===== config.mk =====
export PLATFORM = sky130hd
export DESIGN_NAME = bpa_ram
export DESIGN_NICKNAME = d
export VERILOG_FILES = /design/src/hdl/buddy_page_allocator_macros.svh /design/src/hdl/bpa_ram.sv
export SDC_FILE = /design/constraint.sdc
export NUM_CORES = 1
export LEC_CHECK = 0
export BUFFER_PORTS_ARGS = -buffer_cell sky130_fd_sc_hd__buf_2
export CAP_MARGIN = 0
export CORE_MARGIN = 8
export CORE_UTILIZATION = 48
export DETAILED_ROUTE_END_ITERATION = 16
export GPL_TIMING_DRIVEN = 1
export PLACE_DENSITY = 0.62
export SYNTH_ARGS = -nofsm -noshare
export SYNTH_HDL_FRONTEND = slang
export SYNTH_SLANG_ARGS = --single-unit

===== constraint.sdc =====
create_clock -name i_clk -period 4 [get_ports i_clk]
set_clock_uncertainty 0.1 [all_clocks]
set_input_delay 0.8 -clock i_clk [delete_from_list [all_inputs] [get_ports i_clk]]
set_output_delay 0.8 -clock i_clk [all_outputs]
set_load 0.01 [all_outputs]

===== src/hdl/buddy_page_allocator_macros.svh =====
// ----------------------------------------------------------------------------
// buddy_page_allocator_macros
// Assertion macros used by the buddy page allocator RTL
// ----------------------------------------------------------------------------
`ifndef BUDDY_PAGE_ALLOCATOR_MACROS_SVH
`define BUDDY_PAGE_ALLOCATOR_MACROS_SVH

`ifndef NO_ASSERTIONS

// property that must hold at every clock edge outside reset
`define BPA_ASSERT(lbl, clk, rst_n, prop, msg) \
    lbl: assert property (@(posedge clk) disable iff (!rst_n) (prop)) else $error(msg);

// antecedent in one cycle implies consequent in the next
`define BPA_ASSERT_NEXT(lbl, clk, rst_n, ante, cons, msg) \
    lbl: assert property (@(posedge clk) disable iff (!rst_n) (ante) |=> (cons)) \
        else $error(msg);

`else

`define BPA_ASSERT(lbl, clk, rst_n, prop, msg)
`define BPA_ASSERT_NEXT(lbl, clk, rst_n, ante, cons, msg)

`endif

`endif


===== src/hdl/bpa_ram.sv =====
// ----------------------------------------------------------------------------
// bpa_ram
// Generic single port RAM with registered read data
// ----------------------------------------------------------------------------
module bpa_ram #(
    parameter int WIDTH = 8,
    parameter int DEPTH = 16
) (
    input  logic                     i_clk,
    input  logic                     i_we,
    input  logic [$clog2(DEPTH)-1:0] i_addr,
    input  logic [WIDTH-1:0]         i_wdata,
    output logic [WIDTH-1:0]         o_rdata
);
    logic [WIDTH-1:0] r_mem [DEPTH];
    logic [WIDTH-1:0] r_rdata;

    // write port and registered read, old data on collision
    always_ff @(posedge i_clk) begin
        if (i_we) begin
            r_mem[i_addr] <= i_wdata;
        end
        r_rdata <= r_mem[i_addr];
    end

    assign o_rdata = r_rdata;
endmodule


======== Yosys cells after proc, flatten, opt, wreduce, memory -nomap -nowiden ========
Memory sizes are Yosys's and may differ from the RTL's. A register that Yosys moved wholly into a read port is not among the register bits.
Index checks and enable logic that the tools add are counted.
storage, ports and cells
  flip-flop bits (word level) ............. 0
  bits in latches ......................... 0
  memory bits (read-only) ................. 0
  bits in writable memories ............... 128
  word-level logic and storage cells ...... 3
  output and inout bits ................... 8
  memories ................................ 1
  bits of input ports ..................... 14
cells by class
  equal/unequal tests ..................... 0
  multiply operators ...................... 0
  mux-type cells .......................... 2
  bitwise gates (word level) .............. 0
  reductions and logical operators ........ 0
  magnitude comparators ................... 0
  divide/modulo/power cells ............... 0
  add/subtract/negate cells ............... 0
  shift-type cells ........................ 0
memories
  memory  words  width  rd ports  clocked after Yosys merged registers in  write ports  line           text
  r_mem   16     8      1         1                                        1            bpa_ram.sv:15  logic [WIDTH-1:0] r_mem [DEPTH];
operators by type and width
  cell     number
  $mux W1  2

======== Logic depth before layout (Yosys ltp) ========
Gate-level depths: netlist (run 1).
  word-level depth ........................ 2
  gate-level depth with buffers ........... 5
  gate-level depth less buffers ........... 3

======== Worst setup path after synthesis (run 1) ========
OpenSTA, ideal clock, no wires.
  path type ............................... input port to flip-flop
  from .................................... in i_addr[2]
  to ...................................... mem r_mem[0][0], enable pin
  arrival time ............................ 1,910 ps
  path slack .............................. 1,607 ps
  stages on the path ...................... 2
  required time ........................... 3,517 ps
  setup time .............................. 383 ps
  path buffers ............................ 0
  cell sequence ........................... or3b_2 nor3_1
RTL lines
  item                line           text
  start: declaration  bpa_ram.sv:11  input logic [$clog2(DEPTH)-1:0] i_addr,
  end: declaration    bpa_ram.sv:15
No word-level cell before the write port.

==> flow_summary.json, run 1 <==
{
  "crit_type": "in -> reg",
  "port_buffers": 21,
  "routed_wl_mm": 9.32,
  "synth_top_area_share_pct": 75.9,
  "setup_slack_ns": 1.61,
  "cp-end-kind": "register",
  "final.period_utilization_pct": 59.7,
  "slowest_delay_ns": 0.54,
  "crit_arrival_ns": 2.67,
  "ioPinCount": 22,
  "die-area_um2": 14100,
  "layout.cells.non_filler": 419,
  "vias_per_cell": 5.54,
  "final.setup.tns_ns": 0,
  "worst_pin_slew_ns": 0.921,
  "syn_avg_cell_area_um2": 22.0,
  "crit_path_start_kind": "primary input",
  "cts_tree": "done",
  "cts_root_buf": "clkbuf_8",
  "ys_ff_latch": 136,
  "cp.required_ns": 4.29,
  "drt_iter0_drc": 249,
  "layout_commonest_cell": "edfxtp_1",
  "setup_viol": 0,
  "cp_slowest_cell": "mux4_2",
  "insertion_delay_ns": 0.51,
  "initial_core_util_pct": 49.3,
  "die-width_um": 119,
  "finalHoldViolCount": 0,
  "cts_resized": 0,
  "drc": 0,
  "cts_sinks": 136,
  "slew-limit-headroom_pct": 38.6,
  "ys_seq_area_share_pct": 79.0,
  "dr.pass1.iters": 4,
  "clk_pin_slew_worst_paths_ns": 0.06,
  "total_power_mw": 3.14,
  "rsz0062_at_grt": "false",
  "gr-total-overflow": 0,
  "syn-num-nets": 244,
  "clock_path_buffers": 2,
  "postRouteAntennaNets": 0,
  "p_per_area_nw_per_um2": 532,
  "yosysUniqueCellTypes": 18,
  "syn_area_um2": 5070,
  "async_reset_ff_share_pct": 0,
  "p_leak_nw": 1.93,
  "reg2regPathDepth": 3,
  "cts_setup_buffers": 0,
  "timing.final.max_slew_violations": 0,
  "grt_max_degree": 40,
  "hpwl_mm": 6.07,
  "core_um2": 10300,
  "antenna_found_initial": 0,
  "hold_buffers": 0,
  "fin_crit_ns": 2.39,
  "rows": 37,
  "hp-class": "reg -> reg",
  "syn2layout_area_growth_pct": 16.7,
  "nNetsFinal": 284,
  "gr-usage-all-layers_pct": 14.0,
  "diodes": 0,
  "synthCells": 230,
  "fillers": 770,
  "synth.area.top_cells": "edfxtp_1 76%, mux4_2 14%, dfxtp_1 3.2%, a22oi_1 2.4%, nor2_1 0.96%",
  "peakVddDrop_v": 0.000262,
  "synth_edf_count": 128,
  "synth_top_area_cell": "edfxtp_1",
  "grt_pass1_vias": 2410,
  "place_inst": 387,
  "min_path_cells": 3,
  "mostFrequentLayoutCells": "128 x edfxtp_1, 32 x mux4_2, 21 x buf_2",
  "synth_flop_cell": "edfxtp_1",
  "yosysWarningCount": 0,
  "crit_chain": "buf_2 -> buf_4 -> mux4_2 -> a22oi_1 -> nand2_1",
  "place_ws_ns": 1.04,
  "outcome": "complete, no violations",
  "vias": 2320,
  "grt_pass1_wl_mm": 14.5,
  "cp_max_fo": 22,
  "cap_violations": 0,
  "fmax_ghz": 0.419,
  "die_y_um": 119,
  "cts_max_level": 4,
  "drive_gt1_share_pct": 33.9,
  "wl_per_cell_um": 22.2,
  "cts_inserted_buffers": 17,
  "globalplace.congestion": 0.759
}
[cell families (layout without fill, tap and decap cells)]
group	Yosys count	in the layout	synth area share [%]
buf+inv	11	64	1.19
compound gates	16	16	2.37
simple gates	35	35	3.21
flops	136	136	79.0
mux	32	32	14.2
[Yosys cell counts (2+ instances only)]
master / n
a22oi_1: 16
edfxtp_1: 128
nand2b_1: 2
dfxtp_1: 8
buf_6: 2
nand3b_1: 2
buf_2: 2
buf_1: 4
mux4_2: 32
nor3_1: 4
nor2b_1: 2
nand2_1: 9
nor2_1: 13
clkbuf_1: 2
[worst max-delay path, delay by kind of cell]
| family | cells | cell delay, ns |
|---|---|---|
| AOI/OAI and AO/OA | 1 | 0.28 |
| buffers and inverters | 2 | 0.95 |
| muxes | 1 | 0.54 |
| and+or+nand+nor | 1 | 0.08 |
[layer usage]
metal,GRT usage (%),part of all wire (%),vias up
met4,6.40,1.1,0
li1,-,-,1039
met5,0,0,-
met3,3.38,5.2,9
met2,23.5,52,80
met1,16.7,42,1192
[through the flow]
step	instance area [um2]	utilization [%]	hold slack (ns)
2_1_floorplan	5070	-	0.535
3_3_place_gp	5370	52.2	0.550
3_5_place_dp	5370	52.2	0.560
4_1_cts	5910	57.5	0.557
5_1_grt	5910	57.5	0.570
6_report	5910	57.5	0.570
[area by class of cell]
class                           count  area (um2)  share of cell area, %
Tap cell                          136         170                   2.88
Clock inverter                     12         101                   1.71
Multi-Input combinational cell     83        1000                   17.0
Clock buffer                       20         445                   7.53
Timing Repair Buffer               32         188                   3.17
Sequential cell                   136        4000                   67.7
[worst paths after layout]
path	slack [ns]	to	from
setup / recovery	1.61	o_rdata[0]	i_addr[0]
hold / removal	0.57	o_rdata[1]	r_mem[15][1]
setup reg to reg	2.55	o_rdata[6]	r_mem[7][6]
hold reg to reg	0.57	o_rdata[1]	r_mem[15][1]
[where the power goes]
part,switching [mW],internal [mW],total [mW]
combinational,0.0831,0.0592,0.142
sequential,0.00868,1.59,1.60
clock,0.548,0.851,1.40
[state kept, by name, indices dropped and copies added (netlist names)]
register	cells
r_mem	128
o_rdata	8
(Power assumes the default switching activity.)
==> inputs of run 2 (changes only) <==
--- a/config.mk
+++ b/config.mk
@@ -5,13 +5,14 @@
 export SDC_FILE = /design/constraint.sdc
 export NUM_CORES = 1
 export LEC_CHECK = 0
+export ABC_AREA = 1
 export BUFFER_PORTS_ARGS = -buffer_cell sky130_fd_sc_hd__buf_2
 export CAP_MARGIN = 0
 export CORE_MARGIN = 8
 export CORE_UTILIZATION = 48
 export DETAILED_ROUTE_END_ITERATION = 16
 export GPL_TIMING_DRIVEN = 1
-export PLACE_DENSITY = 0.62
+export PLACE_DENSITY = 0.64
 export SYNTH_ARGS = -nofsm -noshare
 export SYNTH_HDL_FRONTEND = slang
 export SYNTH_SLANG_ARGS = --single-unit
==> constraint.sdc (replaced) <==
create_clock -name i_clk -period 2.1 [get_ports i_clk]
set_clock_uncertainty 0.1 [all_clocks]
set_input_delay 0.42 -clock i_clk [delete_from_list [all_inputs] [get_ports i_clk]]
set_output_delay 0.42 -clock i_clk [all_outputs]
set_load 0.01 [all_outputs]
==> run 2 against run 1 <==
Critical path type unchanged. Die area up 9.0%. Non-clock buffer count up 15. Count of clock-buffer cells in the layout down 3. Largest cell class unchanged. Combinational power rose to 2.7 times the previous value.
==> flow_summary.json, run 2 <==
{
  "postRouteAntennaNets": 0,
  "fmax_ghz": 0.721,
  "synth_edf_count": 128,
  "hold_buffers": 0,
  "mostFrequentLayoutCells": "346 x nand2_1, 128 x edfxtp_1, 26 x buf_4",
  "vias_per_cell": 4.93,
  "comb_power_share_pct": 6.1,
  "hpwl_mm": 7.84,
  "synth_compound_area_share_pct": 0,
  "gr-total-overflow": 0,
  "ys_seq_area_share_pct": 71.6,
  "drt_iter0_drc": 387,
  "insertion_delay_ns": 0.42,
  "wl_per_cell_um": 16.6,
  "p_leak_nw": 2.82,
  "syn_avg_cell_area_um2": 10.2,
  "async_reset_ff_share_pct": 0,
  "synth_top_area_share_pct": 68.7,
  "seq_power_share_pct": 49.3,
  "synth-xor-area-share_pct": 0,
  "ys_ff_latch": 136,
  "cp_max_fo": 25,
  "place_inst": 717,
  "dpl_cell_area_um2": 5960,
  "port_buffers": 21,
  "diodes": 0,
  "die-width_um": 124,
  "cp_slowest_cell": "buf_4",
  "synth_top_area_cell": "edfxtp_1",
  "clk_pin_slew_worst_paths_ns": 0.06,
  "pwr-share-clk_pct": 44.7,
  "p_sw_mw": 1.43,
  "grt_pass1_vias": 3796,
  "yosysUniqueCellTypes": 11,
  "grt_max_degree": 41,
  "top_register": "r_mem",
  "dr.pass1.iters": 6,
  "globalplace.congestion": 0.855,
  "slowest_delay_ns": 0.28,
  "drive_gt1_share_pct": 13.0,
  "nNetsFinal": 607,
  "finalHoldViolCount": 0,
  "fillers": 1006,
  "crit_arrival_ns": 1.41,
  "cts_inserted_buffers": 17,
  "final.setup.tns_ns": 0,
  "peakVddDrop_v": 0.000552,
  "vias": 3690,
  "synthCells": 548,
  "synth_adder_area_share_pct": 0,
  "worst_pin_slew_ns": 0.450,
  "cts_resized": 0,
  "holdWs_ns": 0.347,
  "core_um2": 11400,
  "cp-end-kind": "register",
  "syn_area_um2": 5590,
  "syn2layout_area_growth_pct": 16.4,
  "outcome": "complete, no violations",
  "setup_viol": 0,
  "swShare_pct": 23.1,
  "yosysWarningCount": 0,
  "layout.cells.non_filler": 749,
  "cts_root_buf": "clkbuf_16",
  "fin_area_um2": 6510,
  "synthSimpleGateAreaFrac_pct": 24.8,
  "syn-num-nets": 562,
  "crit_chain": "buf_2 -> buf_4 -> nand3_1 -> nor2_1 -> buf_4",
  "hp-class": "in -> reg",
  "timing.final.max_slew_violations": 0,
  "rows": 39,
  "slew-limit-headroom_pct": 70.0,
  "synth_top_family_by_area": "simple AND/OR/NAND/NOR gates",
  "rsz0062_at_grt": "false",
  "synth_flop_cell": "edfxtp_1",
  "fin_crit_ns": 1.39,
  "antenna_found_initial": 0,
  "synthTopCellsByCount": "346 x nand2_1, 128 x edfxtp_1, 21 x inv_1",
  "drc": 0,
  "p_per_area_nw_per_um2": 951,
  "die-area_um2": 15400,
  "power.internal_mw": 4.76,
  "cp.required_ns": 2.12,
  "crit_path_start_kind": "primary input",
  "yosysMostFrequentCell": "nand2_1",
  "ioPinCount": 22,
  "die_y_um": 124,
  "routed_wl_mm": 12.4,
  "reg2reg_slack_ns": 1.00,
  "synth.area.top_cells": "edfxtp_1 69%, nand2_1 23%, dfxtp_1 2.9%, inv_1 1.4%, nor2_1 1.2%",
  "timing.critical_path.mode_cell": "buf_4",
  "final.period_utilization_pct": 66.0,
  "initial_core_util_pct": 49.0,
  "gr-usage-all-layers_pct": 18.0,
  "cap_violations": 0,
  "cts_sinks": 136,
  "grt_pass1_wl_mm": 19.9,
  "synthMuxAreaShare_pct": 0,
  "cts_max_level": 4,
  "crit_type": "in -> reg",
  "clock_path_buffers": 2,
  "largest_register_ffs": 128,
  "cts_setup_buffers": 0,
  "cts_tree": "done",
  "layout_commonest_cell": "nand2_1"
}
-- run 2: power by group through the flow --
stage,clock network (mW),logic (mW),registers [mW]
2_1_floorplan,0,0.209,3.12
3_3_place_gp,0,0.374,3.11
3_5_place_dp,0,0.379,3.11
4_1_cts,2.79,0.381,3.05
5_1_grt,2.90,0.430,3.06
6_report,2.77,0.377,3.05
-- run 2: layout make-up --
cell class	count	area [um2]	area share, %
clock inverter	15	130	2.00
sequential	136	4000	61.5
clock buffer	17	425	6.53
tap	143	179	2.75
inverter	23	86.3	1.33
timing repair buffer	47	300	4.61
multi-input combinational	368	1390	21.3
-- run 2: kinds of logic after synthesis --
group,Yosys count
buf+inv,44
flops,136
simple gates,368
-- run 2: path summary, 6_finish.rpt --
check | startpoint | endpoint | cells past startpoint
worst min-delay path | i_wdata[5] | r_mem[6][5] | 1
worst max register to register | r_mem[7][3] | o_rdata[3] | 8
worst min register to register | r_mem[12][4] | o_rdata[4] | 8
worst max-delay path | i_addr[0] | r_mem[3][5] | 5
-- run 2: worst max-delay path, delay by kind of cell --
family / cells / cell delay, ns
and+or+nand+nor: 2 / 0.39
buffers and inverters: 3 / 0.61
-- run 2: metal layers --
metal  share of wire, %  up-vias  GRT usage (%)
met4                2.3        0           8.10
li1                   -     1844              -
met5                  0        -              0
met1                 46     1719           23.9
met2                 47      106           28.1
met3                4.9       21           3.76
-- run 2: per-stage QoR --
step | setup WS (ns) | util (%) | total power, mW
floorplan | 0.203 | - | 3.32
global placement | 0.310 | 52.2 | 3.48
detailed placement | 0.294 | 52.2 | 3.49
CTS | 0.694 | 57.0 | 6.22
global route | 0.655 | 57.0 | 6.39
finish | 0.714 | 57.0 | 6.19
