==> src/hdl/buddy_page_allocator_macros.svh <==
// ----------------------------------------------------------------------------
// buddy_page_allocator_macros
// Assertion macros used by the buddy page allocator RTL
// ----------------------------------------------------------------------------
`ifndef BUDDY_PAGE_ALLOCATOR_MACROS_SVH
`define BUDDY_PAGE_ALLOCATOR_MACROS_SVH

`ifndef NO_ASSERTIONS

// property that must hold at every clock edge outside reset
`define BPA_ASSERT(lbl, clk, rst_n, prop, msg) \
    lbl: assert property (@(posedge clk) disable iff (!rst_n) (prop)) else $error(msg);

// antecedent in one cycle implies consequent in the next
`define BPA_ASSERT_NEXT(lbl, clk, rst_n, ante, cons, msg) \
    lbl: assert property (@(posedge clk) disable iff (!rst_n) (ante) |=> (cons)) \
        else $error(msg);

`else

`define BPA_ASSERT(lbl, clk, rst_n, prop, msg)
`define BPA_ASSERT_NEXT(lbl, clk, rst_n, ante, cons, msg)

`endif

`endif

==> src/hdl/bpa_pkg.sv <==
// ----------------------------------------------------------------------------
// bpa_pkg
// Constants and types shared by the buddy page allocator
// ----------------------------------------------------------------------------
package bpa_pkg;

    // pool geometry
    localparam int ORDER_COUNT = 8;
    localparam int POOL_PAGES  = 1024;
    localparam int PAGE_SHIFT  = 12;

    localparam int TOP_ORDER = ORDER_COUNT - 1;
    localparam int TOP_PAGES = 1 << TOP_ORDER;
    localparam int TOP_SHIFT = TOP_ORDER + PAGE_SHIFT;
    localparam longint unsigned TOP_BYTES = 64'd1 << TOP_SHIFT;

    // field widths
    localparam int TYPE_W  = 2;
    localparam int BYTES_W = 23;
    localparam int PAGE_W  = $clog2(POOL_PAGES);
    localparam int NUM_W   = PAGE_W + 1;
    localparam int ORD_W   = (ORDER_COUNT > 2) ? $clog2(ORDER_COUNT) : 1;

    // free mark memory: one row holds ROW_BITS pages of one order
    localparam int ROW_BITS     = 32;
    localparam int ROW_W        = $clog2(ROW_BITS);
    localparam int ROWS_PER_ORD = POOL_PAGES / ROW_BITS;
    localparam int RPO_W        = PAGE_W - ROW_W;
    localparam int MARK_DEPTH   = ORDER_COUNT * ROWS_PER_ORD;
    localparam int MARK_AW      = ORD_W + RPO_W;

    // top order block indexing and multi-block runs
    localparam int TOP_COUNT = POOL_PAGES / TOP_PAGES;
    localparam int TOP_W     = PAGE_W - TOP_ORDER;
    localparam int RUN_W     = (BYTES_W + 1 > TOP_SHIFT) ? (BYTES_W + 1 - TOP_SHIFT) : 1;
    localparam int TIDX_W    = ((TOP_W + 1 > RUN_W) ? (TOP_W + 1) : RUN_W) + 1;

    // request codes
    localparam logic [TYPE_W-1:0] REQ_ALLOC = 2'd0;
    localparam logic [TYPE_W-1:0] REQ_FREE  = 2'd1;
    localparam logic [TYPE_W-1:0] REQ_INIT  = 2'd2;

    typedef struct packed {
        logic               we;
        logic [MARK_AW-1:0] addr;
        logic [ROW_BITS-1:0] wdata;
    } t_mark_cmd;

    typedef struct packed {
        logic               we;
        logic [PAGE_W-1:0]  addr;
        logic [BYTES_W-1:0] wdata;
    } t_size_cmd;

    typedef struct packed {
        logic              valid;
        logic [PAGE_W-1:0] granted_page;
        logic              success;
    } t_result;

endpackage

==> src/hdl/bpa_req_if.sv <==
// ----------------------------------------------------------------------------
// bpa_req_if
// Request channel of the buddy page allocator
// ----------------------------------------------------------------------------
interface bpa_req_if;
    import bpa_pkg::*;

    logic               valid;
    logic               ready;
    logic [TYPE_W-1:0]  req_type;
    logic [BYTES_W-1:0] request_bytes;
    logic [PAGE_W-1:0]  page_index;

    modport source (output valid, output req_type, output request_bytes,
                    output page_index, input ready);
    modport sink (input valid, input req_type, input request_bytes,
                  input page_index, output ready);
endinterface

==> src/hdl/bpa_ctrl.sv <==
// ----------------------------------------------------------------------------
// bpa_ctrl
// Request sequencer: scans, splits and merges free marks held in memory
// ----------------------------------------------------------------------------
`include "buddy_page_allocator_macros.svh"

module bpa_ctrl (
    input  logic                         i_clk,
    input  logic                         i_rst_n,
    bpa_req_if.sink                      i_req,
    input  logic [bpa_pkg::NUM_W-1:0]    i_region_pages,
    output bpa_pkg::t_mark_cmd           o_mark,
    input  logic [bpa_pkg::ROW_BITS-1:0] i_mark_rdata,
    output bpa_pkg::t_size_cmd           o_size,
    input  logic [bpa_pkg::BYTES_W-1:0]  i_size_rdata,
    output bpa_pkg::t_result             o_res,
    input  logic                         i_res_ready
);
    import bpa_pkg::*;

    localparam logic [4:0] S_IDLE       = 5'd0;
    localparam logic [4:0] S_SWEEP      = 5'd1;
    localparam logic [4:0] S_SCAN       = 5'd2;
    localparam logic [4:0] S_SPLIT_RD   = 5'd3;
    localparam logic [4:0] S_SPLIT_WR   = 5'd4;
    localparam logic [4:0] S_ALLOC_DONE = 5'd5;
    localparam logic [4:0] S_RUN_RD     = 5'd6;
    localparam logic [4:0] S_RUN_CK     = 5'd7;
    localparam logic [4:0] S_RUN_CLR_RD = 5'd8;
    localparam logic [4:0] S_RUN_CLR_WR = 5'd9;
    localparam logic [4:0] S_FREE_SZ    = 5'd10;
    localparam logic [4:0] S_MRG_RD     = 5'd11;
    localparam logic [4:0] S_MRG_CK     = 5'd12;
    localparam logic [4:0] S_MRG_CP_RD  = 5'd13;
    localparam logic [4:0] S_MRG_CP_WR  = 5'd14;
    localparam logic [4:0] S_MRG_SET_RD = 5'd15;
    localparam logic [4:0] S_MRG_SET_WR = 5'd16;
    localparam logic [4:0] S_BFREE_RD   = 5'd17;
    localparam logic [4:0] S_BFREE_WR   = 5'd18;
    localparam logic [4:0] S_FIN        = 5'd19;

    localparam logic [MARK_AW-1:0] LAST_ROW = MARK_AW'(MARK_DEPTH - 1);
    localparam logic [ORD_W-1:0]   TOP_ORD  = ORD_W'(TOP_ORDER);

    // smallest order whose block holds the byte count
    function automatic logic [ORD_W-1:0] order_for(input logic [BYTES_W-1:0] bytes);
        logic [ORD_W-1:0] k;
        k = TOP_ORD;
        for (int kk = TOP_ORDER - 1; kk >= 0; kk--) begin
            if (64'(bytes) <= (64'd1 << (kk + PAGE_SHIFT))) begin
                k = ORD_W'(kk);
            end
        end
        return k;
    endfunction

    // number of top blocks for a byte count
    function automatic logic [RUN_W-1:0] run_len(input logic [BYTES_W-1:0] bytes);
        logic [63:0] n;
        n = (64'(bytes) + TOP_BYTES - 64'd1) >> TOP_SHIFT;
        return RUN_W'(n);
    endfunction

    function automatic logic [MARK_AW-1:0] mark_addr(input logic [ORD_W-1:0] ord,
                                                     input logic [PAGE_W-1:0] page);
        return {ord, page[PAGE_W-1:ROW_W]};
    endfunction

    function automatic logic [ROW_BITS-1:0] mark_bit(input logic [PAGE_W-1:0] page);
        return ROW_BITS'(1) << page[ROW_W-1:0];
    endfunction

    // lowest set bit of a row
    function automatic logic [ROW_W-1:0] lowest_bit(input logic [ROW_BITS-1:0] v);
        logic [ROW_W-1:0] idx;
        idx = '0;
        for (int b = ROW_BITS - 1; b >= 0; b--) begin
            if (v[b]) begin
                idx = ROW_W'(b);
            end
        end
        return idx;
    endfunction

    // row contents after carving n pages into largest aligned blocks
    function automatic logic [ROW_BITS-1:0] init_row(input logic [MARK_AW-1:0] addr,
                                                     input logic [NUM_W-1:0] n);
        logic [ROW_BITS-1:0] row;
        logic [ORD_W-1:0]    ord;
        logic [PAGE_W-1:0]   page;
        logic [NUM_W-1:0]    keep;
        ord  = addr[MARK_AW-1:RPO_W];
        keep = ~((NUM_W'(2) << ord) - NUM_W'(1));
        for (int b = 0; b < ROW_BITS; b++) begin
            page = {addr[RPO_W-1:0], ROW_W'(b)};
            if (ord == TOP_ORD) begin
                row[b] = (page[TOP_ORDER-1:0] == '0)
                      && ({1'b0, page} + NUM_W'(TOP_PAGES) <= n);
            end else begin
                row[b] = n[ord] && ({1'b0, page} == (n & keep));
            end
        end
        return row;
    endfunction

    logic [4:0]          r_state, n_state;
    logic [MARK_AW-1:0]  r_sweep, n_sweep;
    logic                r_from_rst, n_from_rst;
    logic [NUM_W-1:0]    r_init_n, n_init_n;
    logic [MARK_AW-1:0]  r_iss, n_iss;
    logic [MARK_AW-1:0]  r_chk_addr, n_chk_addr;
    logic                r_chk_v, n_chk_v;
    logic [ORD_W-1:0]    r_korder, n_korder;
    logic [BYTES_W-1:0]  r_bytes, n_bytes;
    logic [PAGE_W-1:0]   r_page, n_page;
    logic [ORD_W-1:0]    r_mord, n_mord;
    logic [PAGE_W-1:0]   r_mpage, n_mpage;
    logic [RUN_W-1:0]    r_need, n_need;
    logic [TIDX_W-1:0]   r_cand, n_cand;
    logic [RUN_W-1:0]    r_i, n_i;
    logic [PAGE_W-1:0]   r_res_page, n_res_page;
    logic                r_res_ok, n_res_ok;

    logic                req_fire;
    logic [TIDX_W-1:0]   top_idx;
    logic                top_in_pool;
    logic [PAGE_W-1:0]   top_page;
    logic [PAGE_W-1:0]   buddy;
    logic [PAGE_W-1:0]   split_page;
    logic [ORD_W-1:0]    split_ord;
    logic [ORD_W-1:0]    found_ord;
    logic [PAGE_W-1:0]   found_page;
    logic [NUM_W-1:0]    region_clamped;

    assign req_fire       = i_req.valid && i_req.ready;
    assign i_req.ready    = (r_state == S_IDLE);
    assign top_idx        = r_cand + TIDX_W'(r_i);
    assign top_in_pool    = (top_idx < TIDX_W'(TOP_COUNT));
    assign top_page       = PAGE_W'(top_idx[TOP_W-1:0]) << TOP_ORDER;
    assign buddy          = r_mpage ^ (PAGE_W'(1) << r_mord);
    assign split_ord      = r_mord - ORD_W'(1);
    assign split_page     = r_page | (PAGE_W'(1) << split_ord);
    assign found_ord      = r_chk_addr[MARK_AW-1:RPO_W];
    assign found_page     = {r_chk_addr[RPO_W-1:0], lowest_bit(i_mark_rdata)};
    assign region_clamped = (i_region_pages > NUM_W'(POOL_PAGES))
                          ? NUM_W'(POOL_PAGES) : i_region_pages;

    assign o_res.valid        = (r_state == S_FIN);
    assign o_res.granted_page = r_res_page;
    assign o_res.success      = r_res_ok;

    // next state and memory commands
    always_comb begin
        n_state    = r_state;
        n_sweep    = r_sweep;
        n_from_rst = r_from_rst;
        n_init_n   = r_init_n;
        n_iss      = r_iss;
        n_chk_addr = r_chk_addr;
        n_chk_v    = r_chk_v;
        n_korder   = r_korder;
        n_bytes    = r_bytes;
        n_page     = r_page;
        n_mord     = r_mord;
        n_mpage    = r_mpage;
        n_need     = r_need;
        n_cand     = r_cand;
        n_i        = r_i;
        n_res_page = r_res_page;
        n_res_ok   = r_res_ok;
        o_mark.we    = 1'b0;
        o_mark.addr  = mark_addr(r_mord, r_mpage);
        o_mark.wdata = i_mark_rdata;
        o_size.we    = 1'b0;
        o_size.addr  = i_req.page_index;
        o_size.wdata = r_bytes;

        case (r_state)
            // take a request
            S_IDLE: begin
                if (req_fire) begin
                    n_res_page = '0;
                    n_res_ok   = 1'b1;
                    case (i_req.req_type)
                        REQ_ALLOC: begin
                            n_bytes = i_req.request_bytes;
                            if (64'(i_req.request_bytes) <= TOP_BYTES) begin
                                n_korder = order_for(i_req.request_bytes);
                                n_iss    = {order_for(i_req.request_bytes), RPO_W'(0)};
                                n_chk_v  = 1'b0;
                                n_state  = S_SCAN;
                            end else begin
                                n_need  = run_len(i_req.request_bytes);
                                n_cand  = '0;
                                n_i     = '0;
                                n_state = S_RUN_RD;
                            end
                        end
                        REQ_FREE: begin
                            n_page  = i_req.page_index;
                            n_state = S_FREE_SZ;
                        end
                        REQ_INIT: begin
                            n_init_n   = region_clamped;
                            n_sweep    = '0;
                            n_from_rst = 1'b0;
                            n_state    = S_SWEEP;
                        end
                        default: begin
                            n_res_ok = 1'b0;
                            n_state  = S_FIN;
                        end
                    endcase
                end
            end

            // rewrite every mark row
            S_SWEEP: begin
                o_mark.we    = 1'b1;
                o_mark.addr  = r_sweep;
                o_mark.wdata = init_row(r_sweep, r_init_n);
                n_sweep      = r_sweep + MARK_AW'(1);
                if (r_sweep == LAST_ROW) begin
                    n_state = r_from_rst ? S_IDLE : S_FIN;
                end
            end

            // pipelined row scan from the wanted order upward
            S_SCAN: begin
                o_mark.addr = r_iss;
                n_chk_addr  = r_iss;
                n_chk_v     = 1'b1;
                if (r_iss != LAST_ROW) begin
                    n_iss = r_iss + MARK_AW'(1);
                end
                if (r_chk_v && (i_mark_rdata != '0)) begin
                    o_mark.we    = 1'b1;
                    o_mark.addr  = r_chk_addr;
                    o_mark.wdata = i_mark_rdata & ~mark_bit(found_page);
                    n_page       = found_page;
                    n_mord       = found_ord;
                    n_state      = (found_ord > r_korder) ? S_SPLIT_RD : S_ALLOC_DONE;
                end else if (r_chk_v && (r_chk_addr == LAST_ROW)) begin
                    n_res_ok = 1'b0;
                    n_state  = S_FIN;
                end
            end

            // hand the upper half to the next lower order
            S_SPLIT_RD: begin
                o_mark.addr = mark_addr(split_ord, split_page);
                n_mord      = split_ord;
                n_mpage     = split_page;
                n_state     = S_SPLIT_WR;
            end
            S_SPLIT_WR: begin
                o_mark.we    = 1'b1;
                o_mark.wdata = i_mark_rdata | mark_bit(r_mpage);
                n_state      = (r_mord > r_korder) ? S_SPLIT_RD : S_ALLOC_DONE;
            end

            // record the size at the start page
            S_ALLOC_DONE: begin
                o_size.we    = 1'b1;
                o_size.addr  = r_page;
                n_res_page   = r_page;
                n_state      = S_FIN;
            end

            // look for a run of free top blocks
            S_RUN_RD: begin
                o_mark.addr = mark_addr(TOP_ORD, top_page);
                if (top_in_pool) begin
                    n_state = S_RUN_CK;
                end else begin
                    n_res_ok = 1'b0;
                    n_state  = S_FIN;
                end
            end
            S_RUN_CK: begin
                if ((i_mark_rdata & mark_bit(top_page)) != '0) begin
                    if (r_i == r_need - RUN_W'(1)) begin
                        n_i     = '0;
                        n_state = S_RUN_CLR_RD;
                    end else begin
                        n_i     = r_i + RUN_W'(1);
                        n_state = S_RUN_RD;
                    end
                end else begin
                    n_cand  = r_cand + TIDX_W'(1);
                    n_i     = '0;
                    n_state = S_RUN_RD;
                end
            end
            S_RUN_CLR_RD: begin
                o_mark.addr = mark_addr(TOP_ORD, top_page);
                n_state     = S_RUN_CLR_WR;
            end
            S_RUN_CLR_WR: begin
                o_mark.we    = 1'b1;
                o_mark.addr  = mark_addr(TOP_ORD, top_page);
                o_mark.wdata = i_mark_rdata & ~mark_bit(top_page);
                n_i          = r_i + RUN_W'(1);
                if (r_i == r_need - RUN_W'(1)) begin
                    n_page  = PAGE_W'(r_cand[TOP_W-1:0]) << TOP_ORDER;
                    n_state = S_ALLOC_DONE;
                end else begin
                    n_state = S_RUN_CLR_RD;
                end
            end

            // recorded size tells the order of the freed block
            S_FREE_SZ: begin
                if (64'(i_size_rdata) <= TOP_BYTES) begin
                    n_mord  = order_for(i_size_rdata);
                    n_mpage = r_page & ~((PAGE_W'(1) << order_for(i_size_rdata))
                                         - PAGE_W'(1));
                    n_state = S_MRG_RD;
                end else begin
                    n_need  = run_len(i_size_rdata);
                    n_cand  = TIDX_W'(r_page[PAGE_W-1:TOP_ORDER]);
                    n_i     = '0;
                    n_state = S_BFREE_RD;
                end
            end

            // merge with a free buddy while one exists
            S_MRG_RD: begin
                o_mark.addr = mark_addr(r_mord, buddy);
                n_state     = (r_mord == TOP_ORD) ? S_MRG_SET_RD : S_MRG_CK;
            end
            S_MRG_CK: begin
                o_mark.addr = mark_addr(r_mord, buddy);
                if ((i_mark_rdata & mark_bit(buddy)) != '0) begin
                    o_mark.we    = 1'b1;
                    o_mark.wdata = i_mark_rdata & ~mark_bit(buddy);
                    n_state      = S_MRG_CP_RD;
                end else begin
                    n_state = S_MRG_SET_RD;
                end
            end
            S_MRG_CP_RD: begin
                n_state = S_MRG_CP_WR;
            end
            S_MRG_CP_WR: begin
                o_mark.we    = 1'b1;
                o_mark.wdata = i_mark_rdata & ~mark_bit(r_mpage);
                n_mpage      = r_mpage & ~(PAGE_W'(1) << r_mord);
                n_mord       = r_mord + ORD_W'(1);
                n_state      = S_MRG_RD;
            end
            S_MRG_SET_RD: begin
                n_state = S_MRG_SET_WR;
            end
            S_MRG_SET_WR: begin
                o_mark.we    = 1'b1;
                o_mark.wdata = i_mark_rdata | mark_bit(r_mpage);
                n_state      = S_FIN;
            end

            // return a multi-block run
            S_BFREE_RD: begin
                o_mark.addr = mark_addr(TOP_ORD, top_page);
                if ((r_i == r_need) || !top_in_pool) begin
                    n_state = S_FIN;
                end else begin
                    n_state = S_BFREE_WR;
                end
            end
            S_BFREE_WR: begin
                o_mark.we    = 1'b1;
                o_mark.addr  = mark_addr(TOP_ORD, top_page);
                o_mark.wdata = i_mark_rdata | mark_bit(top_page);
                n_i          = r_i + RUN_W'(1);
                n_state      = S_BFREE_RD;
            end

            // hold the result until the output stage takes it
            S_FIN: begin
                if (i_res_ready) begin
                    n_state = S_IDLE;
                end
            end

            default: begin
                n_state = S_IDLE;
            end
        endcase
    end

    // control registers, reset starts a clearing sweep
    always_ff @(posedge i_clk) begin
        if (!i_rst_n) begin
            r_state    <= S_SWEEP;
            r_sweep    <= '0;
            r_from_rst <= 1'b1;
            r_init_n   <= '0;
            r_chk_v    <= 1'b0;
        end else begin
            r_state    <= n_state;
            r_sweep    <= n_sweep;
            r_from_rst <= n_from_rst;
            r_init_n   <= n_init_n;
            r_chk_v    <= n_chk_v;
        end
    end

    // working registers
    always_ff @(posedge i_clk) begin
        r_iss      <= n_iss;
        r_chk_addr <= n_chk_addr;
        r_korder   <= n_korder;
        r_bytes    <= n_bytes;
        r_page     <= n_page;
        r_mord     <= n_mord;
        r_mpage    <= n_mpage;
        r_need     <= n_need;
        r_cand     <= n_cand;
        r_i        <= n_i;
        r_res_page <= n_res_page;
        r_res_ok   <= n_res_ok;
    end

    `BPA_ASSERT_NEXT(a_accept_leaves_idle, i_clk, i_rst_n, req_fire, r_state != S_IDLE, "request accepted but sequencer stayed idle")
    `BPA_ASSERT(a_no_write_when_idle, i_clk, i_rst_n, !(o_mark.we && (r_state == S_IDLE)), "mark write while idle")
    `BPA_ASSERT(a_split_above_target, i_clk, i_rst_n, !((r_state == S_SPLIT_RD) && (r_mord <= r_korder)), "split below wanted order")
    `BPA_ASSERT(a_size_write_on_grant, i_clk, i_rst_n, !(o_size.we && (r_state != S_ALLOC_DONE)), "size written outside a grant")
endmodule

==> src/flat_wrapper.sv <==
// flat-port wrapper written by rule: the top's interface ports become plain ports
module bpa_ctrl_flat import bpa_pkg::*;
  (i_clk, i_rst_n, i_region_pages, o_mark, i_mark_rdata, o_size, i_size_rdata, o_res, i_res_ready, i_req_valid, i_req_req_type, i_req_request_bytes, i_req_page_index, i_req_ready);
  bpa_req_if i_req_i ();
  input  logic i_clk;
  input  logic i_rst_n;
  input  logic [bpa_pkg::NUM_W-1:0] i_region_pages;
  output bpa_pkg::t_mark_cmd o_mark;
  input  logic [bpa_pkg::ROW_BITS-1:0] i_mark_rdata;
  output bpa_pkg::t_size_cmd o_size;
  input  logic [bpa_pkg::BYTES_W-1:0] i_size_rdata;
  output bpa_pkg::t_result o_res;
  input  logic i_res_ready;
  input wire logic [$bits(i_req_i.valid)-1:0] i_req_valid;
  input wire logic [$bits(i_req_i.req_type)-1:0] i_req_req_type;
  input wire logic [$bits(i_req_i.request_bytes)-1:0] i_req_request_bytes;
  input wire logic [$bits(i_req_i.page_index)-1:0] i_req_page_index;
  output wire logic [$bits(i_req_i.ready)-1:0] i_req_ready;
  assign i_req_i.valid = i_req_valid;
  assign i_req_i.req_type = i_req_req_type;
  assign i_req_i.request_bytes = i_req_request_bytes;
  assign i_req_i.page_index = i_req_page_index;
  assign i_req_ready = i_req_i.ready;
  bpa_ctrl u_core (.i_clk(i_clk), .i_rst_n(i_rst_n), .i_req(i_req_i), .i_region_pages(i_region_pages), .o_mark(o_mark), .i_mark_rdata(i_mark_rdata), .o_size(o_size), .i_size_rdata(i_size_rdata), .o_res(o_res), .i_res_ready(i_res_ready));
endmodule
==> config.mk <==
export PLATFORM = sky130hd
export DESIGN_NAME = bpa_ctrl_flat
export DESIGN_NICKNAME = d
export VERILOG_FILES = /design/src/hdl/bpa_pkg.sv /design/src/hdl/bpa_req_if.sv /design/src/hdl/bpa_ctrl.sv /design/src/flat_wrapper.sv
export VERILOG_INCLUDE_DIRS = /design/src /design/src/hdl
export SDC_FILE = /design/constraint.sdc
export NUM_CORES = 1
export LEC_CHECK = 0
export ABC_AREA = 0
export BUFFER_PORTS_ARGS = -buffer_cell sky130_fd_sc_hd__buf_2
export CORE_AREA = 2 2 171 173
export CTS_CLUSTER_DIAMETER = 200
export CTS_CLUSTER_SIZE = 10
export DETAILED_ROUTE_END_ITERATION = 10
export DIE_AREA = 0 0 173 175
export PLACE_DENSITY = 0.68
export SLEW_MARGIN = 5
export SYNTH_ARGS = -nofsm -noshare
export SYNTH_HDL_FRONTEND = slang
export SYNTH_SLANG_ARGS = --single-unit
==> constraint.sdc <==
create_clock -name i_clk -period 4 [get_ports i_clk]
set_input_delay 0.8 -clock i_clk [delete_from_list [all_inputs] [get_ports i_clk]]
set_output_delay 0.8 -clock i_clk [all_outputs]
set_load 0.005 [all_outputs]
== Word level (Yosys, flattened, before mapping) ==
Cells that the tools add are included.

* Register bits after elaboration: 118
* Logic and storage cells: 386
* Input bits: 105
* Output and inout bits: 88

* Shift-type cells: 7
* Reductions and logical operators: 75
* Muxes and demuxes: 156
* Equality and inequality tests: 78
* $lt $le $gt $ge: 22
* Bitwise operators: 16
* $add $sub $neg: 15

{| class="wikitable"
|+ Operators by type and width
! kind !! number
|-
| == test 10 x 11 -> 1 bit || 32
|-
| 2-to-1 mux 5 bit || 50
|-
| one-hot mux 32 bit (7 select lines) || 1
|-
| AND 32 bit || 4
|-
| inverter 32 bit || 3
|-
| << shifter 1 x 5 -> 32 bit (first input constant) || 3
|-
| one-hot mux 5 bit (19 select lines) || 1
|-
| nonzero test 32 bit || 2
|-
| 2-to-1 mux 10 bit || 6
|-
| one-hot mux 10 bit (3 select lines) || 2
|-
| adder 23 x 20 -> 24 bit (second input constant) || 2
|-
| 2-to-1 mux 8 bit || 6
|-
| subtractor 24 x 1 -> 24 bit (second input constant) || 2
|-
| <= comparator 23 x 13 -> 1 bit (second input constant) || 2
|-
| <= comparator 23 x 14 -> 1 bit (second input constant) || 2
|-
| <= comparator 23 x 15 -> 1 bit (second input constant) || 2
|-
| <= comparator 23 x 16 -> 1 bit (second input constant) || 2
|-
| <= comparator 23 x 17 -> 1 bit (second input constant) || 2
|-
| <= comparator 23 x 18 -> 1 bit (second input constant) || 2
|-
| <= comparator 23 x 19 -> 1 bit (second input constant) || 2
|-
| <= comparator 23 x 20 -> 1 bit (second input constant) || 2
|-
| 2-to-1 mux 1 bit || 45
|-
| 2-to-1 mux 3 bit || 14
|-
| 2-to-1 mux 41 bit || 1
|-
| 71 further kinds || 179
|}

== Depth between registers and ports, before layout ==
Gate-level depths: netlist of the first run.

* Word-level depth: 37
* Depth in mapped cells: 15
* Mapped depth without buffers: 11

== Worst setup path after synthesis of the first run ==
OpenSTA, ideal clock, no wires.

* Kind: register to output
* From: register u_core.r_mord[0]
* To: output port o_mark[12] (netlist name)
* Arrival time: 3020 ps
* Cell stages (with the launch flop): 14
* Slack: 180 ps
* Data required time: 3200 ps
* Buffers on the path: 2
* Cell sequence: edfxtp_1 > ha_1 > ha_1 > inv_1 > ha_1 > buf_2 > or3b_1 > o32ai_1 > o21ai_1 > o2111a_1 > and3_1 > buf_2 > a2111o_1 > a221o_1

{| class="wikitable"
|+ RTL lines
! what !! RTL line !! source
|-
| from (decl) || bpa_ctrl.sv:116 || <nowiki>logic [ORD_W-1:0] r_mord, n_mord;</nowiki>
|-
| from (signal assigned) || bpa_ctrl.sv:415 || <nowiki>r_mord <= n_mord;</nowiki>
|-
| to (decl) || flat_wrapper.sv:8 || <nowiki>output bpa_pkg::t_mark_cmd o_mark;</nowiki>
|}

==> impl_metrics.yaml, run 1 <==
status:
  outcome: "finished, violations left"
  violations: "negative setup slack"
die:
  start_util: 0.378
  rows: 62
  die_x_um: 173
  die_area_mm2: 0.0303
  dieHeight_um: 175
  num_io_pins: 193
  core-area_mm2: 0.0284
synth:
  synth-compound-area-share: 0.252
  synthXorXnorAreaFrac: 0.0359
  synth-seq-cells: 118
  ys_seq_area_frac: 0.306
  synth.mux.area_fraction: 0.0319
  synth-edff-count: 92
  synth_top_area_frac: 0.258
  yosys_warnings: 0
  synth_top_family_by_area: "simple AND/OR/NAND/NOR gates"
  synth_area_leaders: "edfxtp_1, nor2_1, a21oi_1, ha_1, dfxtp_1"
  avgSynthCellArea_um2: 7.87
  netlist_area_mm2: 0.0107
  synth.distinct_cells: 91
  synthSimpleGateAreaFrac: 0.276
  async_flop_share: 0
  synth_nets: 1512
  synth-adder-area-share: 0.0532
  synth_largest_area_cell: "edfxtp_1"
  synthFlopType: "edfxtp_1"
  synthCells: 1362
timing:
  worst_hold_slack_ns: 0.499
  max-slew-margin-rel: 0.288
  finalCritPeriodShare: 1.10
  hold_viol_final: 0
  skew_ns: 0.0125
  finalSetupViolations: 33
  period_needed_ns: 4.40
  worst_slack_ns: -0.396
  final-max-slew-violation-count: 0
  fmax_ghz: 0.227
  final.setup.tns_ns: -8.52
  tightest_slew_ns: 1.06
  rsz0062_at_grt: "true"
placement:
  place_ws_ns: -0.193
  portBuffers: 192
  gp_congestion: 0.994
  dp_hpwl_mm: 38.1
finish:
  final_layout_size_suffix_gt1_frac: 0.312
  antennaDiodeCount: 0
  nNetsFinal: 1853
  syn_to_final_growth_pct: 37.7
  fin_util: 0.520
cts:
  cts-root-buf: "clkbuf_16"
  path_clk_slew_ns: 0.06
  cts_buffers: 17
  clkSinkCount: 118
  clk_latency_ns: 0.43
  htreeDepth: 4
  cts_buffer_depth: 2
  tritoncts: "yes"
worst_hold_path:
  hold_path_class: "flip-flop to flip-flop"
power_and_ir_drop:
  power_density_mw_per_mm2: 484
  power.leakage_nw: 5.91
  p_total_mw: 7.15
  peakVddDrop_mv: 0.344
critical_path:
  crit_type: "flip-flop to output pin"
  cp.arrival_ns: 3.60
  worst_path_max_delay_cell: "edfxtp_1"
  cpPeakStageDelay_ns: 0.50
  endpoint_kind: "output pin"
  path_max_fanout: 7
  critical_path.cell_chain: "inv_2, ha_4, nand2_2, ha_4, buf_4, or3b_4, o32ai_4, a22oi_2, o2111a_1, and3_4, buf_12, a2111o_1, a221o_1, buf_2"
  required_ns: 3.20
  worstSetupStartpointType: "flip-flop"
  crit_top_cell: "ha_4"
drt:
  vias: 12900
  dr.first_iter.drc_count: 1601
  wl_per_cell_um: 23.5
  viasPerCell: 6.14
  post-route-drc-count: 0
  ant_nets: 0
  postRouteWirelength_mm: 49.4
  drt-pass1-iter-count: 6
grt:
  grt_pass1_vias: 12300
  antenna_found_initial: 0
  grt_use_total: 0.316
  grt_pass1_wl_mm: 73.4
  grt_overflow: 0
  grt_max_degree: 28
run:
  max_cap_violations: 0
cells in the mapped netlist (22+ instances only):
cell type	n
edfxtp_1	92
nand3_1	62
xnor2_1	24
o21ai_0	74
a21oi_1	110
inv_1	49
nor3_1	45
clkbuf_1	50
and2_1	22
ha_1	44
o211ai_1	28
nor2b_1	23
nor2_1	160
nor4_1	29
dfxtp_1	26
nand2_1	134
timing repair:
action / 4_1_cts / 5_1_grt
endpoints found under the setup margin: 33 / 37
gates cloned: 1 / 0
pin swaps: 47 / 18
resized for setup: 93 / 44
hold buffers: 0 / 0
buffers inserted: 19 / 13
layout by cell type, fill, tap and decap left out, types with 11 or more instances in the layout:
master / n
xor2_1: 20
nand2_1: 131
nand3_1: 61
nor3_1: 40
inv_1: 46
nor3b_1: 19
nor2b_1: 23
buf_2: 192
a211oi_1: 14
mux2_2: 11
nand3b_1: 11
nor2_1: 156
o21ai_0: 69
clkbuf_16: 17
o211ai_1: 28
buf_4: 178
mux2i_1: 14
a31oi_1: 16
nor4_1: 21
a21oi_1: 108
buf_6: 15
and2_1: 22
nand2b_1: 15
edfxtp_1: 92
o21ai_1: 19
dfxtp_1: 23
nand4_1: 13
ha_1: 34
xnor2_1: 24
per-layer routing:
layer | GRT usage | share of wire
met1 | 0.426 | 0.42
met2 | 0.488 | 0.44
met3 | 0.0777 | 0.10
met4 | 0.124 | 0.035
met5 | 0 | 0
registers in the layout, indices dropped and copies added (netlist names), 6 cells and up:
register / count
u_core.r_bytes: 23
u_core.r_init_n: 11
u_core.r_mpage: 10
u_core.r_page: 10
u_core.r_res_page: 10
u_core.r_chk_addr: 8
u_core.r_iss: 8
u_core.r_sweep: 8
u_core.r_cand: 6
where the power goes:
part	switching, mW	leakage [nW]	internal, mW
sequential	0.203	1.07	1.51
clock	0.598	0.272	0.968
combinational	2.27	4.57	1.60
logic make-up (layout without fill, tap and decap cells):
logic type | Yosys count | in the layout
flip-flops | 118 | 118
AO/OA/AOI/OAI | 410 | 410
AND/OR/NAND/NOR | 590 | 590
adder cells (fa/ha/maj) | 45 | 45
multiplexers | 31 | 31
buffers and inverters | 124 | 476
XOR/XNOR | 44 | 44
final timing paths:
| check | start | endpoint | slack (ns) | depth (start not counted) |
|---|---|---|---|---|
| setup / recovery | u_core.r_mord[0]$_DFFE_PP_ | o_mark[12] | -0.40 | 14 |
| hold / removal | u_core.r_from_rst$_SDFFE_PN1P_ | u_core.r_from_rst$_SDFFE_PN1P_ | 0.50 | 2 |
| setup reg to reg | u_core.r_state[2]$_SDFFE_PN0P_ | u_core.r_cand[4]$_DFFE_PP_ | 0.95 | 5 |
| hold reg to reg | u_core.r_from_rst$_SDFFE_PN1P_ | u_core.r_from_rst$_SDFFE_PN1P_ | 0.50 | 2 |
stage by stage:
| step | area, um^2 | std cells |
|---|---|---|
| after floorplan | 10700 | 1362 |
| after global placement | 13300 | 2044 |
| after detailed placement | 13300 | 2044 |
| after CTS | 14500 | 2088 |
| after global routing | 14800 | 2098 |
| final | 14800 | 2098 |
layout make-up:
cell class / instances / area [um^2]
Clock inverter: 13 / 159
Multi-Input combinational cell: 1120 / 7590
Sequential cell: 118 / 3290
Inverter: 52 / 195
Tap cell: 384 / 480
Timing Repair Buffer: 394 / 2630
Clock buffer: 17 / 425
Fill cell: 2783 / 13600
worst max-delay path: cells and delay by family (launching register included):
kind                       cells  cell delay (ns)
DFF                            1             0.50
AOI/OAI and AO/OA              5             1.02
adders and majority gates      2             0.39
and+or+nand+nor                3             0.67
buffers and inverters          4             0.58
Power figures use the tool's default switching activity.
==> run 2, diff against run 1 <==
Settings changed: ABC_CLOCK_PERIOD_IN_PS from default to 4000, RECOVER_POWER from default to 50.
==> run 2 against run 1 <==
- critical path type unchanged
- non-clock buffer count unchanged
- routed wire length about the same
- register-to-register slack got worse by 0.73 ns
- the flow still finishes with violations (negative setup slack)
- sequential power about the same
- fmax is 0.17% higher
- first-iteration DRC count is 4.1% lower
- worst setup slack better by 0.0075 ns
- combinational power is essentially flat
- worst hold slack gained 0.0096 ns
- count of clock-buffer cells in the layout unchanged
- core utilization fell by 0.30 points
==> impl_metrics.yaml, run 2 (synthesized netlist as in run 1, its figures left out) <==
status:
  outcome: "finished, violations left"
  violations: "negative setup slack"
die:
  rows: 62
  dieHeight_um: 175
  start_util: 0.378
  core-area_mm2: 0.0284
  die_x_um: 173
  num_io_pins: 193
  die_area_mm2: 0.0303
drt:
  vias: 12900
  wl_met2_mm: 21.5
  top_layer_used: "met4"
  viasPerCell: 6.13
  wl_met3_mm: 5.15
  wl_per_cell_um: 23.5
  met1_length_mm: 20.9
  drt-pass1-iter-count: 6
  postRouteWirelength_mm: 49.4
  post-route-drc-count: 0
  ant_nets: 0
  dr.first_iter.drc_count: 1535
placement:
  gp_congestion: 0.994
  dpl-instance-area_mm2: 0.0133
  portBuffers: 192
  dp_hpwl_mm: 38.1
  dp_cells: 2044
  place_ws_ns: -0.193
timing:
  rsz0062_at_grt: "true"
  final.setup.tns_ns: -8.51
  final-max-slew-violation-count: 0
  max-slew-margin-rel: 0.0560
  finalSetupViolations: 45
  worst_slack_ns: -0.389
  hold_viol_final: 0
  tightest_slew_ns: 1.42
  worst_hold_slack_ns: 0.509
  period_needed_ns: 4.39
  finalCritPeriodShare: 1.10
  fmax_ghz: 0.228
  skew_ns: 0.0125
finish:
  largest_reg_flops: 23
  nFillCells: 2812
  fin_area_mm2: 0.0147
  final_common_cell: "buf_4"
  nNetsFinal: 1853
  largest-register: "u_core.r_bytes"
  top_regs: "u_core.r_bytes x23, u_core.r_init_n x11"
  fin_util: 0.517
  syn_to_final_growth_pct: 36.9
  final_layout_size_suffix_gt1_frac: 0.284
  mostFrequentLayoutCells: "buf_4, nor2_1, buf_2, nand2_1, a21oi_1"
  final_cells: 2098
  antennaDiodeCount: 0
cts:
  htreeDepth: 4
  clk_latency_ns: 0.43
  cts_buffer_depth: 2
  cts_buffers: 17
  cts-root-buf: "clkbuf_16"
  clkSinkCount: 118
  path_clk_slew_ns: 0.06
  tritoncts: "yes"
critical_path:
  required_ns: 3.20
  critical_path.cell_chain: "inv_2, ha_4, nand2_2, ha_4, buf_4, or3b_4, o32ai_4, a22oi_2, o2111a_1, and3_4, buf_12, a2111o_1, a221o_1, buf_2"
  crit_top_cell: "ha_4"
  cp.buffers_inverters: 4
  worstSetupStartpointType: "flip-flop"
  path_max_fanout: 7
  cpPeakStageDelay_ns: 0.48
  endpoint_kind: "output pin"
  cp.arrival_ns: 3.59
  crit_family: "compound AO/OA/AOI/OAI gates"
  crit_type: "flip-flop to output pin"
  worst_path_max_delay_cell: "edfxtp_1"
power_and_ir_drop:
  p_total_mw: 7.12
  power_density_mw_per_mm2: 485
  peakVddDrop_mv: 0.344
  power.leakage_nw: 5.76
grt:
  grt_use_total: 0.316
  grt_pass1_vias: 12300
  grt_pass1_wl_mm: 73.4
  grt_max_degree: 28
  antenna_found_initial: 0
  grt_overflow: 0
run:
  max_cap_violations: 0
worst_hold_path:
  hold_path_class: "flip-flop to flip-flop"
run 2: worst min-delay path, delay by kind of cell, from the launching register on:
kind | cells | cell delay (ns)
DFF | 1 | 0.35
and+or+nand+nor | 2 | 0.12
run 2: layer usage:
metal | up-vias | track usage
li1 | 5843 | -
met2 | 812 | 0.488
met1 | 6084 | 0.426
met5 | - | 0
met4 | 0 | 0.124
met3 | 131 | 0.0777
run 2: power by group:
part / internal (mW) / total (mW) / switching, mW
clock: 0.968 / 1.56 / 0.596
combinational: 1.59 / 3.85 / 2.25
sequential: 1.51 / 1.71 / 0.204
run 2: worst paths after layout:
check	startpoint	to	slack [ns]	cells past startpoint
hold reg to reg	u_core.r_from_rst$_SDFFE_PN1P_	u_core.r_from_rst$_SDFFE_PN1P_	0.51	2
hold / removal	u_core.r_from_rst$_SDFFE_PN1P_	u_core.r_from_rst$_SDFFE_PN1P_	0.51	2
setup reg to reg	u_core.r_state[2]$_SDFFE_PN0P_	u_core.r_state[1]$_SDFFE_PN0P_	0.22	8
setup / recovery	u_core.r_mord[1]$_DFFE_PP_	o_mark[12]	-0.39	14
run 2: repair_timing:
action | CTS | global route
hold buffers | 0 | 0
resized for setup | 93 | 44
buffers inserted | 19 | 13
setup endpoints to repair | 33 | 37
cloned | 1 | 0
pin swaps | 47 | 18
run 2: final cells by class:
type	instances	area [um^2]	area share
tap	384	480	0.0327
sequential	118	3290	0.224
timing repair buffer	394	2550	0.174
multi-input combinational	1120	7580	0.516
inverter	52	195	0.0133
clock buffer	17	425	0.0290
clock inverter	13	159	0.0108
